[src/hw/rtl/krt_ram.sv]
// ----------------------------------------------------------------------------
// krt_ram
// Generic simple dual port RAM, one write and one registered read port.
// ----------------------------------------------------------------------------
`default_nettype none

module krt_ram #(
  parameter int WIDTH = 8,
  parameter int DEPTH = 64
) (
  input  logic                     clk,
  input  logic                     we,
  input  logic [$clog2(DEPTH)-1:0] waddr,
  input  logic [WIDTH-1:0]         wdata,
  input  logic                     re,
  input  logic [$clog2(DEPTH)-1:0] raddr,
  output logic [WIDTH-1:0]         rdata
);

  logic [WIDTH-1:0] mem [DEPTH];

  always_ff @(posedge clk) begin
    if (we) begin
      mem[waddr] <= wdata;
    end
    if (re) begin
      rdata <= mem[raddr];
    end
  end

endmodule

`default_nettype wire

[config.mk]
export PLATFORM = sky130hd
export DESIGN_NAME = krt_ram
export DESIGN_NICKNAME = d
export VERILOG_FILES = /design/src/hw/rtl/krt_ram.sv
export SDC_FILE = /design/constraint.sdc
export NUM_CORES = 1
export LEC_CHECK = 0
export ABC_CLOCK_PERIOD_IN_PS = 2650
export BUFFER_PORTS_ARGS = -buffer_cell sky130_fd_sc_hd__buf_2
export CAP_MARGIN = 10
export CELL_PAD_IN_SITES_DETAIL_PLACEMENT = 0
export CELL_PAD_IN_SITES_GLOBAL_PLACEMENT = 2
export CORE_MARGIN = 2
export CORE_UTILIZATION = 40
export CTS_CLUSTER_SIZE = 28
export DETAILED_ROUTE_END_ITERATION = 8
export PLACE_DENSITY = 0.7
export SLEW_MARGIN = 5
export SYNTH_ARGS = -nofsm -noshare
export SYNTH_HDL_FRONTEND = slang
export SYNTH_SLANG_ARGS = --single-unit
[constraint.sdc]
create_clock -name clk -period 2.65 [get_ports clk]
set_clock_uncertainty 0.05 [all_clocks]
set_input_delay 0.1325 -clock clk [delete_from_list [all_inputs] [get_ports clk]]
set_output_delay 0.1325 -clock clk [all_outputs]
set_load 0.05 [all_outputs]
==> impl_metrics.toml <==
[run_status]
status = "complete, no violations"

[die]
rows = 82
fp.dieH_um = 229
die_area_mm2 = 0.0524
core_mm2 = 0.0501
ioPinCount = 31
start_util_pct = 40.4
die_w_um = 229

[grt]
grt_max_degree = 65
grt_pass1_vias = 9943
overflow = 0
grt_use_total_pct = 18.1
antenna_found_initial = 1
grt_pass1_wl_mm = 68.4

[logic_synthesis]
ys_types = 39
synth.ff_latch_count = 520
seq_area_frac_synth_pct = 77.1
synth_area_mm2 = 0.0202
syn_nets = 963
yosys.area.top_type = "edfxtp_1"
synthCells = 940
synth_area_per_cell_um2 = 21.5
yosysWarnings = 0
synth_area_leaders = "edfxtp_1 (77%), mux4_2 (14%), nor2_1 (1.5%)"
yosysTopAreaCellShare_pct = 77.1

[power_and_ir_drop]
pwr-share-comb_pct = 5.6
power.switching_uw = 3590
swShare_pct = 21.2
powerDensity_mw_per_mm2 = 717
intPower_uw = 13300
clockPowerShare_pct = 40.3
power.total_uw = 16900
pwr-share-seq_pct = 54.1
vdd_drop_max_uv = 477
total_leakage_power_uw = 0.00754

[min_path]
hold_end = "mem[50][5]$_DFFE_PP_"
min_from = "waddr[1]"
hold_path_class = "input port to flip-flop"
holdPathStages = 3

[sta]
rsz0062_at_grt = "no"
max_slew_margin_pct = 48.8
max_freq_mhz = 458
slew_violations = 0
setup_viol = 0
finalHoldViolations = 0
setup-tns-final_ns = 0
period_share_pct = 82.5
fin_crit_ns = 2.19
worst_slew_pin_slew_ns = 0.768
layout_setup_ws_ns = 0.465

[worst_setup_path]
cp_max_fo = 1
cp-end-kind = "flip-flop"
ff2ff_setup_slack_ns = 0.46
path_buf_inv = 0
cp_cell_sequence = "mux4_2, mux2_2, o221a_2, nor3_1, o32ai_1"
max_stage_delay_ns = 0.46
cp_slowest_cell = "mux4_2"
cp.arrival_ns = 2.45
critical_path_class = "flip-flop to flip-flop"
rr_endpoint = "rdata[4]$_DFFE_PP_"
worst_setup_path_start_kind = "flip-flop"
r2r_start = "mem[16][4]$_DFFE_PP_"
worstSetupStartpoint = "mem[16][4]$_DFFE_PP_"
crit_family = "multiplexers"
rr_worst_depth = 5
crit_required_ns = 2.91

[cts]
cts_setup_buffers = 0
worstSkewPairLatency_ns = 0.60
cts.sinks = 520
cts_tree = "built"
ctsResizeCount = 0
htreeDepth = 2
clk_path_buf_depth = 3
path_clk_slew_ns = 0.06
cts-root-buf = "clkbuf_16"
cts-buffers-inserted = 51

[placement]
gp_congestion = 0.775
io_buffers = 30
place_ws_ns = 0.134
dpl.hpwl_mm = 29.6

[detailed_routing]
first_pass_iters = 5
drc = 0
ant_nets = 0
wirelength_mm = 46.5
wire_per_inst_um = 25.7
via_per_inst = 5.46
drt_iter0_markers = 1176
num_vias = 9867
top_layer_used = "met4"
dr_wl_met2_mm = 22.1
m1WireLength_mm = 20.9
met3WireLength_mm = 2.50

[final_layout]
multiInputGateArea_mm2 = 0.00432
fillers = 4160
layout-drive-gt1-share_pct = 32.0
diodes = 0
synthToLayoutAreaGrowth_pct = 16.5
seqCellArea_mm2 = 0.0156
nets = 1119

[job]
maxCapViolCount = 0
Yosys cell counts, drive strengths merged:
| library cell | count |
|---|---|
| a2111oi | 2 |
| a211oi | 4 |
| a21oi | 3 |
| a221oi | 6 |
| a22oi | 3 |
| a31oi | 1 |
| and2 | 1 |
| buf | 34 |
| clkbuf | 17 |
| edfxtp | 520 |
| mux2 | 13 |
| mux2i | 23 |
| mux4 | 126 |
| nand2 | 19 |
| nand2b | 7 |
| nand3 | 13 |
| nand3b | 3 |
| nand4 | 2 |
| nand4b | 1 |
| nor2 | 83 |
| nor2b | 14 |
| nor3 | 7 |
| nor4 | 2 |
| o2111ai | 3 |
| o21a | 2 |
| o21ai | 4 |
| o221a | 2 |
| o221ai | 8 |
| o22ai | 8 |
| o2bb2ai | 3 |
| o311ai | 1 |
| o32ai | 2 |
| o41ai | 2 |
| or3 | 1 |
tightest hold or removal path, delay by kind of cell:
| family | cells | cell delay (ns) |
|---|---|---|
| buffers and inverters | 1 | 0.16 |
| and+or+nand+nor | 2 | 0.21 |
repair_timing:
action	4_1_cts	5_1_grt
endpoints found under the hold margin	33	0
setup endpoints to repair	0	0
hold buffers	3	0
cell usage in the layout (no fill, tap or decap), drive strengths merged, types with 8 or more instances in the layout:
master and n:
clkbuf 61, nor2b 14, clkinv 25, nand2 19
mux2 13, edfxtp 520, o221ai 8, buf 150
mux2i 23, o22ai 8, mux4 126, nor2 83
nand3 13
power by group through the flow:
stage          Combinational [uW]  Sequential (uW)  Clock [uW]
3_3_place_gp                  946             9320           0
6_report                      942             9140        6820
5_1_grt                      1010             9140        7270
2_1_floorplan                 485             9350           0
4_1_cts                       960             9140        6980
3_5_place_dp                  955             9320           0
per-layer routing:
layer | vias to the layer above | global-route usage [%]
met4 | 0 | 4.71
met3 | 72 | 3.32
met2 | 246 | 28.4
li1 | 4263 | -
met5 | - | 0
met1 | 5286 | 26.2
area by class of cell:
type                    count  area share (%)
clock buffers              60            5.55
repair buffers            154            5.31
flip-flops and latches    520            66.2
multi-input cells         369            18.3
well taps                 672            3.57
clock inverters            33            1.06
worst max-delay path by stage:
| stage | depth (start not counted) | slack (ns) | end |
|---|---|---|---|
| floorplan | 7 | 0.66 | rdata[3]$_DFFE_PP_ |
| global placement | 7 | 0.08 | rdata[3]$_DFFE_PP_ |
| detailed placement | 7 | 0.13 | rdata[5]$_DFFE_PP_ |
| CTS | 5 | 0.43 | rdata[4]$_DFFE_PP_ |
| global route | 6 | 0.38 | rdata[6]$_DFFE_PP_ |
| finish | 5 | 0.46 | rdata[4]$_DFFE_PP_ |
sequential cells by signal (all words and copies together), names as in the netlist:
signal  flops
mem       512
rdata       8
kinds of logic after synthesis:
group                  Yosys count  synth area share (%)
DFF                            520                  77.1
and+or+nand+nor                153                  3.37
AOI/OAI and AO/OA               54                  2.06
muxes                          162                  15.9
buffers and inverters           51                  1.56
per-stage QoR:
step	hold slack [ns]	std cells	instance area, um2	utilization (%)
floorplan	0.181	940	20200	-
global placement	0.477	1712	22000	43.9
detailed placement	0.484	1712	22000	43.9
CTS	0.0184	1808	23600	47.1
global route	0.0688	1808	23600	47.1
finish	0.0552	1808	23600	47.1
Power figures use the tool's default switching activity.
